==> src/lcdcs_pkg.sv <==
// ----------------------------------------------------------------------------
// LCD 4-bit command sequencer package
// Request codes, queue entry and pulse types, delay constants and the
// power-up pulse table shared by the front end, the queue and the back end.
// ----------------------------------------------------------------------------
`default_nettype none

package lcdcs_pkg;

  localparam int DefRows    = 2;
  localparam int DefColumns = 16;

  // request codes
  typedef enum logic [2:0] {
    MODE_INIT  = 3'd0,
    MODE_DATA  = 3'd1,
    MODE_CMD   = 3'd2,
    MODE_CLEAR = 3'd3,
    MODE_GOTO  = 3'd4
  } mode_e;

  localparam logic [7:0] ClearCmd   = 8'h01;
  localparam logic [7:0] GotoCmd    = 8'h80;
  localparam logic [7:0] Line2Ofs   = 8'h40;

  localparam logic [12:0] SettleUs   = 13'd50;
  localparam logic [12:0] ByteTailUs = 13'd2000;
  localparam logic [12:0] ClearTail  = 13'd3000;
  localparam logic [12:0] InitTail   = 13'd2000;
  localparam logic [15:0] PowerUpUs  = 16'd50000;
  localparam logic [15:0] SetupUs    = 16'd1;

  localparam logic [3:0] InitLastStep = 4'd11;

  // queue depth between front and back end
  localparam int QDepth = 2;
  localparam int QAw    = $clog2(QDepth);

  // one classified request
  typedef struct packed {
    logic       is_init;
    logic       rs;
    logic       clr;
    logic [7:0] data;
  } cmd_t;

  // one enable pulse
  typedef struct packed {
    logic        reg_select;
    logic [3:0]  nibble;
    logic [15:0] lead_us;
    logic [12:0] wait_us;
    logic        last;
  } pulse_t;

  function automatic pulse_t mk_pulse(input logic rs, input logic [3:0] nib,
                                      input logic [15:0] lead,
                                      input logic [12:0] wt, input logic lst);
    pulse_t p;
    p.reg_select = rs;
    p.nibble     = nib;
    p.lead_us    = lead;
    p.wait_us    = wt;
    p.last       = lst;
    return p;
  endfunction

  // power-up run: reset nibbles, then 0x28, 0x0C, 0x01, 0x06 as byte pairs
  function automatic pulse_t init_pulse(input logic [3:0] step);
    pulse_t p;
    case (step)
      4'd0:    p = mk_pulse(1'b0, 4'h3, PowerUpUs, SettleUs + 13'd5000, 1'b0);
      4'd1:    p = mk_pulse(1'b0, 4'h3, 16'd0, SettleUs + 13'd150, 1'b0);
      4'd2:    p = mk_pulse(1'b0, 4'h3, 16'd0, SettleUs + 13'd150, 1'b0);
      4'd3:    p = mk_pulse(1'b0, 4'h2, 16'd0, SettleUs + 13'd2000, 1'b0);
      4'd4:    p = mk_pulse(1'b0, 4'h2, SetupUs, SettleUs, 1'b0);
      4'd5:    p = mk_pulse(1'b0, 4'h8, 16'd0, SettleUs + ByteTailUs + InitTail, 1'b0);
      4'd6:    p = mk_pulse(1'b0, 4'h0, SetupUs, SettleUs, 1'b0);
      4'd7:    p = mk_pulse(1'b0, 4'hC, 16'd0, SettleUs + ByteTailUs + InitTail, 1'b0);
      4'd8:    p = mk_pulse(1'b0, 4'h0, SetupUs, SettleUs, 1'b0);
      4'd9:    p = mk_pulse(1'b0, 4'h1, 16'd0, SettleUs + ByteTailUs + ClearTail, 1'b0);
      4'd10:   p = mk_pulse(1'b0, 4'h0, SetupUs, SettleUs, 1'b0);
      4'd11:   p = mk_pulse(1'b0, 4'h6, 16'd0, SettleUs + ByteTailUs + InitTail, 1'b1);
      default: p = mk_pulse(1'b0, 4'h0, 16'd0, 13'd0, 1'b1);
    endcase
    return p;
  endfunction

endpackage

`default_nettype wire

==> src/lcdcs_front.sv <==
// ----------------------------------------------------------------------------
// LCD sequencer front end
// Registers each request, reduces row and column by reciprocal multiply,
// and classifies it into a queue entry. Unused codes are dropped here.
// ----------------------------------------------------------------------------
`default_nettype none

module lcdcs_front #(
  parameter int ROWS    = lcdcs_pkg::DefRows,
  parameter int COLUMNS = lcdcs_pkg::DefColumns
) (
  input  wire logic              clk_i,
  input  wire logic              rst_ni,
  input  wire logic              in_valid_i,
  output logic                   in_stall_o,
  input  wire logic [2:0]        mode_i,
  input  wire logic [7:0]        value_i,
  input  wire logic [7:0]        row_i,
  input  wire logic [7:0]        col_i,
  output logic                   push_o,
  output lcdcs_pkg::cmd_t        push_data_o,
  input  wire logic              full_i
);
  import lcdcs_pkg::*;

  localparam int QShift   = 16;
  localparam int RowRecip = (1 << QShift) / ROWS + 1;
  localparam int ColRecip = (1 << QShift) / COLUMNS + 1;
  localparam int ColW     = $clog2(COLUMNS);
  localparam int RowW     = (ROWS > 1) ? $clog2(ROWS) : 1;

  logic [24:0] row_prod, col_prod;
  logic        s_valid_q;
  logic [2:0]  mode_q;
  logic [7:0]  value_q, row_q, col_q, row_quo_q, col_quo_q;
  logic [7:0]  row_rem, col_rem, line_base, addr_sum;
  logic [1:0]  row_sel;
  logic        mode_ok, advance, accept;
  cmd_t        cmd;

  // floor(x / C) for 8-bit x: reciprocal error stays below 1/C
  assign row_prod = 25'(row_i) * 25'(RowRecip);
  assign col_prod = 25'(col_i) * 25'(ColRecip);

  assign accept = in_valid_i && !in_stall_o;

  always_ff @(posedge clk_i or negedge rst_ni) begin
    if (!rst_ni) begin
      s_valid_q <= 1'b0;
    end else if (advance) begin
      s_valid_q <= accept;
    end
  end

  always_ff @(posedge clk_i) begin
    if (accept) begin
      mode_q    <= mode_i;
      value_q   <= value_i;
      row_q     <= row_i;
      col_q     <= col_i;
      row_quo_q <= row_prod[QShift +: 8];
      col_quo_q <= col_prod[QShift +: 8];
    end
  end

  assign row_rem   = 8'(row_q - 8'(row_quo_q * 8'(ROWS)));
  assign col_rem   = 8'(col_q - 8'(col_quo_q * 8'(COLUMNS)));
  assign row_sel   = 2'(row_rem[RowW-1:0]);
  assign line_base = (row_sel[0] ? Line2Ofs : 8'h00) + (row_sel[1] ? 8'(COLUMNS) : 8'h00);
  assign addr_sum  = line_base + 8'(col_rem[ColW-1:0]);

  always_comb begin
    cmd     = '0;
    mode_ok = 1'b1;
    case (mode_e'(mode_q))
      MODE_INIT:  cmd.is_init = 1'b1;
      MODE_DATA: begin
        cmd.rs   = 1'b1;
        cmd.data = value_q;
      end
      MODE_CMD:   cmd.data = value_q;
      MODE_CLEAR: begin
        cmd.data = ClearCmd;
        cmd.clr  = 1'b1;
      end
      MODE_GOTO:  cmd.data = GotoCmd | {1'b0, addr_sum[6:0]};
      default:    mode_ok = 1'b0;
    endcase
  end

  assign push_o      = s_valid_q && mode_ok && !full_i;
  assign push_data_o = cmd;
  // stage empties when it pushes or holds a dropped code
  assign advance     = !s_valid_q || !mode_ok || !full_i;
  assign in_stall_o  = !advance;

endmodule

`default_nettype wire

==> src/lcdcs_fifo.sv <==
// ----------------------------------------------------------------------------
// LCD sequencer command queue
// Short register queue of classified requests between front and back end.
// ----------------------------------------------------------------------------
`default_nettype none

module lcdcs_fifo (
  input  wire logic            clk_i,
  input  wire logic            rst_ni,
  input  wire logic            push_i,
  input  wire lcdcs_pkg::cmd_t push_data_i,
  output logic                 full_o,
  input  wire logic            pop_i,
  output lcdcs_pkg::cmd_t      head_o,
  output logic                 empty_o
);
  import lcdcs_pkg::*;

  cmd_t             mem_q [QDepth];
  logic [QAw-1:0]   wr_ptr_q, rd_ptr_q;
  logic [QAw:0]     cnt_q;

  assign full_o  = (cnt_q == (QAw+1)'(QDepth));
  assign empty_o = (cnt_q == '0);
  assign head_o  = mem_q[rd_ptr_q];

  always_ff @(posedge clk_i or negedge rst_ni) begin
    if (!rst_ni) begin
      wr_ptr_q <= '0;
      rd_ptr_q <= '0;
      cnt_q    <= '0;
    end else begin
      if (push_i) wr_ptr_q <= wr_ptr_q + 1'b1;
      if (pop_i)  rd_ptr_q <= rd_ptr_q + 1'b1;
      case ({push_i, pop_i})
        2'b10:   cnt_q <= cnt_q + 1'b1;
        2'b01:   cnt_q <= cnt_q - 1'b1;
        default: cnt_q <= cnt_q;
      endcase
    end
  end

  always_ff @(posedge clk_i) begin
    if (push_i) mem_q[wr_ptr_q] <= push_data_i;
  end

endmodule

`default_nettype wire

==> src/lcdcs_back.sv <==
// ----------------------------------------------------------------------------
// LCD sequencer back end
// Expands the queue head into enable pulses, one per cycle unless stalled,
// into an output register. Bytes give two pulses, power-up gives twelve.
// ----------------------------------------------------------------------------
`default_nettype none

module lcdcs_back (
  input  wire logic            clk_i,
  input  wire logic            rst_ni,
  input  wire lcdcs_pkg::cmd_t head_i,
  input  wire logic            empty_i,
  output logic                 pop_o,
  output logic                 out_valid_o,
  input  wire logic            out_stall_i,
  output lcdcs_pkg::pulse_t    pulse_o
);
  import lcdcs_pkg::*;

  logic [3:0] step_q;
  logic       ov_q;
  pulse_t     pulse_q, cur;
  logic       load;

  always_comb begin
    if (head_i.is_init) begin
      cur = init_pulse(step_q);
    end else if (!step_q[0]) begin
      cur = mk_pulse(head_i.rs, head_i.data[7:4], SetupUs, SettleUs, 1'b0);
    end else begin
      cur = mk_pulse(head_i.rs, head_i.data[3:0], 16'd0,
                     SettleUs + ByteTailUs + (head_i.clr ? ClearTail : 13'd0), 1'b1);
    end
  end

  assign load  = !empty_i && (!ov_q || !out_stall_i);
  assign pop_o = load && cur.last;

  always_ff @(posedge clk_i or negedge rst_ni) begin
    if (!rst_ni) begin
      ov_q   <= 1'b0;
      step_q <= '0;
    end else begin
      if (load) begin
        ov_q   <= 1'b1;
        step_q <= cur.last ? 4'd0 : step_q + 4'd1;
      end else if (!out_stall_i) begin
        ov_q <= 1'b0;
      end
    end
  end

  always_ff @(posedge clk_i) begin
    if (load) pulse_q <= cur;
  end

  assign out_valid_o = ov_q;
  assign pulse_o     = pulse_q;

endmodule

`default_nettype wire

==> src/lcd_4bit_command_sequencer_top.sv <==
// ----------------------------------------------------------------------------
// LCD 4-bit command sequencer
// Turns requests (power-up, data, command, clear, go-to) into enable
// pulses for a character LCD on a 4-bit bus.
// ----------------------------------------------------------------------------
// channel  | direction | handshake               | payload
// request  | in        | in_valid_i / in_stall_o | mode_i value_i row_i col_i
// pulse    | out       | out_valid_o/out_stall_i | reg_select_o nibble_o lead_us_o
//          |           |                         | wait_us_o last_o
//
// A byte request gives the back end two pulses (one pulse per cycle out of
// the output register while out_stall_i is low); power-up gives it twelve.
// The first pulse of a request passes the input stage, the queue write and
// the output register in that order. Unused mode codes give no pulses.
// rst_ni clears all valid state and the pulse counter asynchronously.
// out_stall_i holds the output register; the queue absorbs the front end.
// ----------------------------------------------------------------------------
`default_nettype none

module lcd_4bit_command_sequencer_top #(
  parameter int ROWS    = lcdcs_pkg::DefRows,
  parameter int COLUMNS = lcdcs_pkg::DefColumns
) (
  input  wire logic        clk_i,
  input  wire logic        rst_ni,
  input  wire logic        in_valid_i,
  output logic             in_stall_o,
  input  wire logic [2:0]  mode_i,
  input  wire logic [7:0]  value_i,
  input  wire logic [7:0]  row_i,
  input  wire logic [7:0]  col_i,
  output logic             out_valid_o,
  input  wire logic        out_stall_i,
  output logic             reg_select_o,
  output logic [3:0]       nibble_o,
  output logic [15:0]      lead_us_o,
  output logic [12:0]      wait_us_o,
  output logic             last_o
);
  import lcdcs_pkg::*;

  cmd_t   push_data, head;
  pulse_t pulse;
  logic   push, full, pop, empty;

  lcdcs_front #(
    .ROWS    (ROWS),
    .COLUMNS (COLUMNS)
  ) u_front (
    .clk_i       (clk_i),
    .rst_ni      (rst_ni),
    .in_valid_i  (in_valid_i),
    .in_stall_o  (in_stall_o),
    .mode_i      (mode_i),
    .value_i     (value_i),
    .row_i       (row_i),
    .col_i       (col_i),
    .push_o      (push),
    .push_data_o (push_data),
    .full_i      (full)
  );

  lcdcs_fifo u_fifo (
    .clk_i       (clk_i),
    .rst_ni      (rst_ni),
    .push_i      (push),
    .push_data_i (push_data),
    .full_o      (full),
    .pop_i       (pop),
    .head_o      (head),
    .empty_o     (empty)
  );

  lcdcs_back u_back (
    .clk_i       (clk_i),
    .rst_ni      (rst_ni),
    .head_i      (head),
    .empty_i     (empty),
    .pop_o       (pop),
    .out_valid_o (out_valid_o),
    .out_stall_i (out_stall_i),
    .pulse_o     (pulse)
  );

  assign reg_select_o = pulse.reg_select;
  assign nibble_o     = pulse.nibble;
  assign lead_us_o    = pulse.lead_us;
  assign wait_us_o    = pulse.wait_us;
  assign last_o       = pulse.last;

endmodule

`default_nettype wire

==> config.mk <==
export PLATFORM = sky130hd
export DESIGN_NAME = lcd_4bit_command_sequencer_top
export DESIGN_NICKNAME = d
export VERILOG_FILES = /design/src/lcdcs_pkg.sv /design/src/lcdcs_front.sv /design/src/lcdcs_fifo.sv /design/src/lcdcs_back.sv /design/src/lcd_4bit_command_sequencer_top.sv
export SDC_FILE = /design/constraint.sdc
export NUM_CORES = 1
export LEC_CHECK = 0
export BUFFER_PORTS_ARGS = -buffer_cell sky130_fd_sc_hd__buf_2
export CORE_MARGIN = 1
export CORE_UTILIZATION = 40
export CTS_CLUSTER_DIAMETER = 30
export DETAILED_ROUTE_END_ITERATION = 8
export PLACE_DENSITY = 0.67
export SLEW_MARGIN = 5
export SYNTH_ARGS = -nofsm -noshare
export SYNTH_HDL_FRONTEND = slang
export SYNTH_SLANG_ARGS = --single-unit
==> constraint.sdc <==
create_clock -name clk_i -period 3.1 [get_ports clk_i]
set_clock_uncertainty 0.15 [all_clocks]
set_input_delay 0.775 -clock clk_i [delete_from_list [all_inputs] [get_ports clk_i]]
set_output_delay 0.775 -clock clk_i [all_outputs]
set_load 0.02 [all_outputs]
* Word level (Yosys, flattened, before mapping)
Memory sizes are Yosys's and may differ from the RTL's.
Cells that the tools add are included.
** Word-level totals
- Input port bits :: 31
- Memories kept :: 2
- Memory bits (read-only) :: 368
- Output and inout port bits :: 37
- Register bits :: 61
- Memory bits (writable) :: 22
- Word-level logic and storage cells :: 69
** Cells by class
- Mux-type cells :: 15
- Add/subtract/negate cells :: 9
- Equal/unequal tests :: 8
- Reductions and logical operators :: 20
** Memory list
- (no name shown) :: depth 16, bits a word 23, read ports 1, clocked after memory_dff 0, wr ports 0, RTL line lcdcs_pkg.sv:71 : case (step)
- u_fifo.mem_q :: depth 2, bits a word 11, read ports 1, clocked after memory_dff 0, wr ports 1, RTL line lcdcs_fifo.sv:19 : cmd_t mem_q [QDepth];
** Operators by type and width (number)
- 35-bit two-way mux :: 1
- 34-bit two-way mux :: 1
- 8-bit one-hot mux with 3 select lines :: 1
- 12-bit by 13-bit adder with 13-bit output, first input constant :: 1
- 12-bit two-way mux :: 1
- 1-bit two-way mux :: 8
- 7-bit by 4-bit adder with 7-bit output :: 1
- 1-bit logical NOT :: 7
- 7-bit two-way mux :: 1
- 3-bit by 2-bit == test with 1-bit output, second input constant :: 2
- 1-bit logical AND :: 5
- 5-bit OR reduction :: 1
- 4-bit by 1-bit adder with 4-bit output, second input constant :: 1
- 2-bit == test, second input constant :: 2
- 4-bit two-way mux :: 1
- 2-bit one-hot mux with 2 select lines :: 1
- 4-bit by 1-bit subtractor with 4-bit output, second input constant :: 1
- 3-bit by 1-bit == test with 1-bit output, second input constant :: 1
- 3-bit == test, second input constant :: 1
- 3-bit logical NOT :: 1
- 1-bit logical OR :: 3
- 1-bit adder, second input constant :: 2
- 2-bit by 1-bit adder with 2-bit output, second input constant :: 1
- 2-bit by 1-bit == test with 1-bit output, second input constant :: 1
- other kinds (6) :: 6

* Logic depth before layout (Yosys ltp)
An unclocked memory read counts as a cell.
- Depth in word-level cells :: 8
- Mapped depth :: 10
- Gate-level depth less buffers :: 10

* Modules after synthesis
Synthesis repeated with hierarchy kept, for this count alone.
** Second synthesis, totals
- Cell total of the unflattened synthesis :: 239
- Area total of the unflattened synthesis :: 3250.6 um^2
** Modules (own cells, without submodules)
- lcdcs_back :: times used 1, area each 1403.8 um^2, seq. area each 665.6 um^2, cells an instance 129
- lcdcs_fifo :: times used 1, area each 978.4 um^2, seq. area each 760.7 um^2, cells an instance 50
- lcdcs_front :: times used 1, area each 868.3 um^2, seq. area each 505.5 um^2, cells an instance 60

* Worst setup path before layout
No wires, ideal clock.
- Kind :: register to register
- Start point :: reg u_back.step_q[0]
- End point :: reg u_fifo.cnt_q[1]
- Buffers on the path :: 0
- Period minus slack after synthesis :: 2200 ps
- Slack :: 900 ps
- Data required time :: 2871 ps
- Data arrival time :: 1971 ps
- Setup time :: 79 ps
- Stages on the path, launching flop included :: 10
- Cells stage by stage :: dfrtp_1 ha_1 inv_1 ha_1 nor2b_1 mux2i_4 nor2_2 ha_1 nor2_1 xor2_1
** On the way
- Longest elaborated chain between the ends :: 5
- Elaborated cells on any way between the ends :: 8
- Classes of those cells :: 2 x eq/ne; 3 x mux; 2 x reduce/logical; 1 x memory
** RTL lines
- from (decl) :: RTL line lcdcs_back.sv:20 : logic [3:0] step_q;
- from (signal assigned) :: RTL line lcdcs_back.sv:46 : step_q <= cur.last ? 4'd0 : step_q + 4'd1;
- memory 16 x 23 bit or 34-bit two-way mux (tied branches)
- 35-bit two-way mux * :: RTL line lcdcs_back.sv:26 : if (head_i.is_init) begin
- 1-bit logical AND * :: RTL line lcdcs_back.sv:37 : assign pop_o = load && cur.last;
- named net pop :: RTL line lcd_4bit_command_sequencer_top.sv:44 : logic push, full, pop, empty;
- 2-bit by 1-bit == test with 1-bit output or 2-bit == test (tied branches) :: RTL line lcdcs_fifo.sv:35 : case ({push_i, pop_i})
- 2-bit one-hot mux with 2 select lines or 2-bit nonzero test (tied branches)
- to (signal assigned) :: RTL line lcdcs_fifo.sv:36 : 2'b10: cnt_q <= cnt_q + 1'b1;
- to (signal assigned) :: RTL line lcdcs_fifo.sv:37 : 2'b01: cnt_q <= cnt_q - 1'b1;
- to (signal assigned) :: RTL line lcdcs_fifo.sv:38 : default: cnt_q <= cnt_q;
- to (decl) :: RTL line lcdcs_fifo.sv:21 : logic [QAw:0] cnt_q;
Mark *: on every way through the listed nets, which the timed path passes. The rest lies on a longest branch.
A chain may end at the register's enable or synchronous reset.

* Worst setup path in the final report
- Start point :: reg u_back.step_q[2]
- End point :: reg u_fifo.cnt_q[1]
** On the way
- Longest elaborated chain between the ends :: 5
- Elaborated cells on any way between the ends :: 7
- Classes of those cells :: 2 x eq/ne; 2 x mux; 2 x reduce/logical; 1 x memory
** RTL lines (RTL line)
- memory 16 x 23 bit *
- 35-bit two-way mux * :: lcdcs_back.sv:26
- 1-bit logical AND * :: lcdcs_back.sv:37
- named net pop :: lcd_4bit_command_sequencer_top.sv:44
- 2-bit by 1-bit == test with 1-bit output or 2-bit == test (tied branches) :: lcdcs_fifo.sv:35
- 2-bit one-hot mux with 2 select lines or 2-bit nonzero test (tied branches)
Marked as above.

==> impl_results.md <==
* Warnings from Yosys at 0
* Final wirelength at 4.52 mm
* Area contributors post-synth: edfxtp_1, dfrtp_1, buf_4
* Max-slew violations at 0
* Fillers at approximately 700
* Yosys top cell area share at a little over half
* Gr busiest metal: met2
* Clock Latency Late Sink at approximately 350 ps
* Post-Synthesis Cells at ~240
* Least-Margin Pin Slew at a little over 600 ps
* CTS H-tree lvls at 3
* Slowest cell on crit path: dfrtp_1
* Post-Syn Area at just over 0.003 sq mm
* Final Hold Viols at 0
* Setup repair bufs after CTS at 0
* CP Buf/Inv Count at 1
* GP Congestion at 0.826
* Clock Path Buffers at 2
* Chip width at approximately 90 um
* Post-synth cell types at 42
* Gr usage total at 13.4%
* Pwr dens at 968 mW/mm^2
* Final instance area at approximately 0.0035 sq mm
* Full die area at about 0.008 sq mm
* DRT Pass-1 Iters at 4
* Synth Flop Type: edfxtp_1
* Max-slew headroom at about three fifths
* VDD IR max at between 0.3 and 0.4 mV
* Most frequent cell after synthesis: edfxtp_1
* Num CTS Buffers at 9
* Post-synth EDFFs at 56
* Fmax at approximately 390 MHz
* Final setup margin at around 500 ps
* DP Area at 0.00331 sq mm
* Crit path launch type: flip-flop
* Fin cells at between 300 and 400
* Global-route wire length before repair at 7.78 mm
* Post-CTS sizing at 0
* Status: finished clean
* Number of global-route vias before repair at roughly 1700
* RSZ-0062 raised after global routing: false
* Final core occ at around 47%
* Synth area leader: edfxtp_1
* Met3 usage at 5.54%
* Starting Density at around two fifths
* Core Area at 0.00733 sq mm
* N_diodes at 0
* Crit-path most repeated cell: ha_1
* Synth top cells by count: edfxtp_1, nand2_1, buf_4
* Register area at around 0.0019 sq mm
* Die Y-Extent at approximately 90 um
* Starting DRT DRC Count at 88
* Layout net count at between 300 and 400
* Worst-path cell chain: inv_1 -> ha_1 -> nor2b_1 -> mux2i_4 -> nor2_2 -> ha_1 -> nor2_1 -> xor2_1
* Area Overhead vs Synth at 13.3%
* Crit. End Element: flip-flop
* Global route total overflow at 0
* Port bufs at 45
* Final setup viols at 0
* Crit path max fanout at 16
* Cts hold-fix bufs at 0
* Critical path class: flip-flop to flip-flop
* R2R cell count at 8
* HPWL after DPL at ~3.2 mm
* Routed Antenna Nets at 0
* Clk sink count at between 60 and 70
* Share of cells above drive strength 1 at about 25%
* GR Layer Usage met1 at between 15 and 20%
* Arrival time at the worst endpoint at between 2000 and 3000 ps
* Area of the multi-input gates at a little over 900 sq um
* Leakage at 1.38 nW
* Min Tclk post-route at around 2600 ps
* WP data required at ~3200 ps
* Min-delay worst type: primary input to asynchronous set/reset pin
* Placed Cells at roughly 370
* Vias per inst at 4.73
* Largest net degree at the start of global routing at 24
* CP delay by family, top: flip-flops
* Register area share after synthesis at 63.0%
* CTS tree: yes
* Drt drc at 0
* Synthesized flop and latch total at 66
* Max incr delay on CP at 640 ps
* Final period utilization at a little over four fifths
* Setup TNS at 0 ps
* Root buf cell: clkbuf_8
* FP Rows at 31
* Async set or reset register ratio after synthesis at between 15 and 20%
* Mean post-synth cell area at between 10 and 15 sq um
* Met2 Track Usage GR at roughly 22%
* IO Count at just under 70
* Max-Cap Viols at 0
* DR WL/cell at 11.6 um
* Pre-CTS setup slack at 519 ps
* CP Depth at 8
* Antenna violations before repair at 0
* CTS clk-pin slew, worst paths at about 70 ps
* DR vias at about 1800
worst paths after layout:
kind | startpoint | end | slack [ps]
max in group asynchronous | rst_ni | u_back.step_q[2] | 2470
setup / recovery | u_back.step_q[2] | u_fifo.cnt_q[1] | 500
setup reg to reg | u_back.step_q[2] | u_fifo.cnt_q[1] | 500
min in group clk_i | u_back.out_valid_o | u_back.out_valid_o | 350
hold reg to reg | u_back.out_valid_o | u_back.out_valid_o | 350
hold / removal | rst_ni | u_fifo.wr_ptr_q | 130
worst register-to-register path: stages, from the launching register on:
cell,delay [ps]
dfrtp_1,640
inv_1,240
ha_1,290
nor2b_1,320
mux2i_4,170
nor2_2,170
ha_1,280
nor2_1,140
xor2_1,140
through the flow:
stage | power [mW] | hold WS [ps]
2_1_floorplan | 2.52 | 318
3_3_place_gp | 2.78 | 329
3_5_place_dp | 2.80 | 335
4_1_cts | 3.40 | 118
5_1_grt | 3.63 | 124
6_report | 3.36 | 130
report_power, final:
group	internal, mW	switching, mW	leakage (nW)
Clock	0.287	0.304	0.0831
Combinational	0.500	0.800	0.642
Sequential	1.32	0.153	0.657
placed cells by master (no fill, tap or decap), types with 5 or more instances in the layout:
master,count
nand3_1,8
ha_1,7
a21oi_1,17
dfrtp_1,10
clkbuf_8,9
nand2_1,21
conb_1,11
nor2_1,13
o21ai_0,7
inv_1,14
buf_2,45
buf_4,5
edfxtp_1,56
routing by layer:
metal / wire (um) / up-vias
met4: 89 / 0
met2: 2200 / 67
li1: - / 934
met5: 0 / -
met1: 1960 / 834
met3: 270 / 11
flip-flops by register name (all words and copies together), names as in the netlist:
signal,count
u_front.mode_q,3
u_fifo.wr_ptr_q,1
u_front.col_q,4
u_back.step_q,4
u_fifo.mem_q,22
u_fifo.cnt_q,2
u_back.pulse_o,18
u_front.value_q,8
u_front.row_q,1
u_fifo.rd_ptr_q,1
u_front.s_valid_q,1
u_back.out_valid_o,1
layout make-up:
class / instances / area share [%]
clock buffers: 11 / 3.78
well taps: 99 / 3.57
flip-flops and latches: 66 / 55.6
multi-input cells: 144 / 26.9
inverters: 15 / 1.62
repair buffers: 50 / 7.56
clock inverters: 5 / 0.901
cell families (layout without fill, tap and decap cells):
| logic type | Yosys count | count (layout) | share of synthesized area [%] |
|---|---|---|---|
| compound gates | 46 | 46 | 9.42 |
| buf+inv | 42 | 81 | 7.71 |
| fa+ha+maj | 7 | 7 | 2.86 |
| xor+xnor | 6 | 6 | 1.71 |
| flops | 66 | 66 | 63.0 |
| other cells | 1 | 11 | 0.122 |
| mux | 9 | 9 | 4.85 |
| simple gates | 65 | 65 | 10.3 |
(Power assumes the default switching activity.)
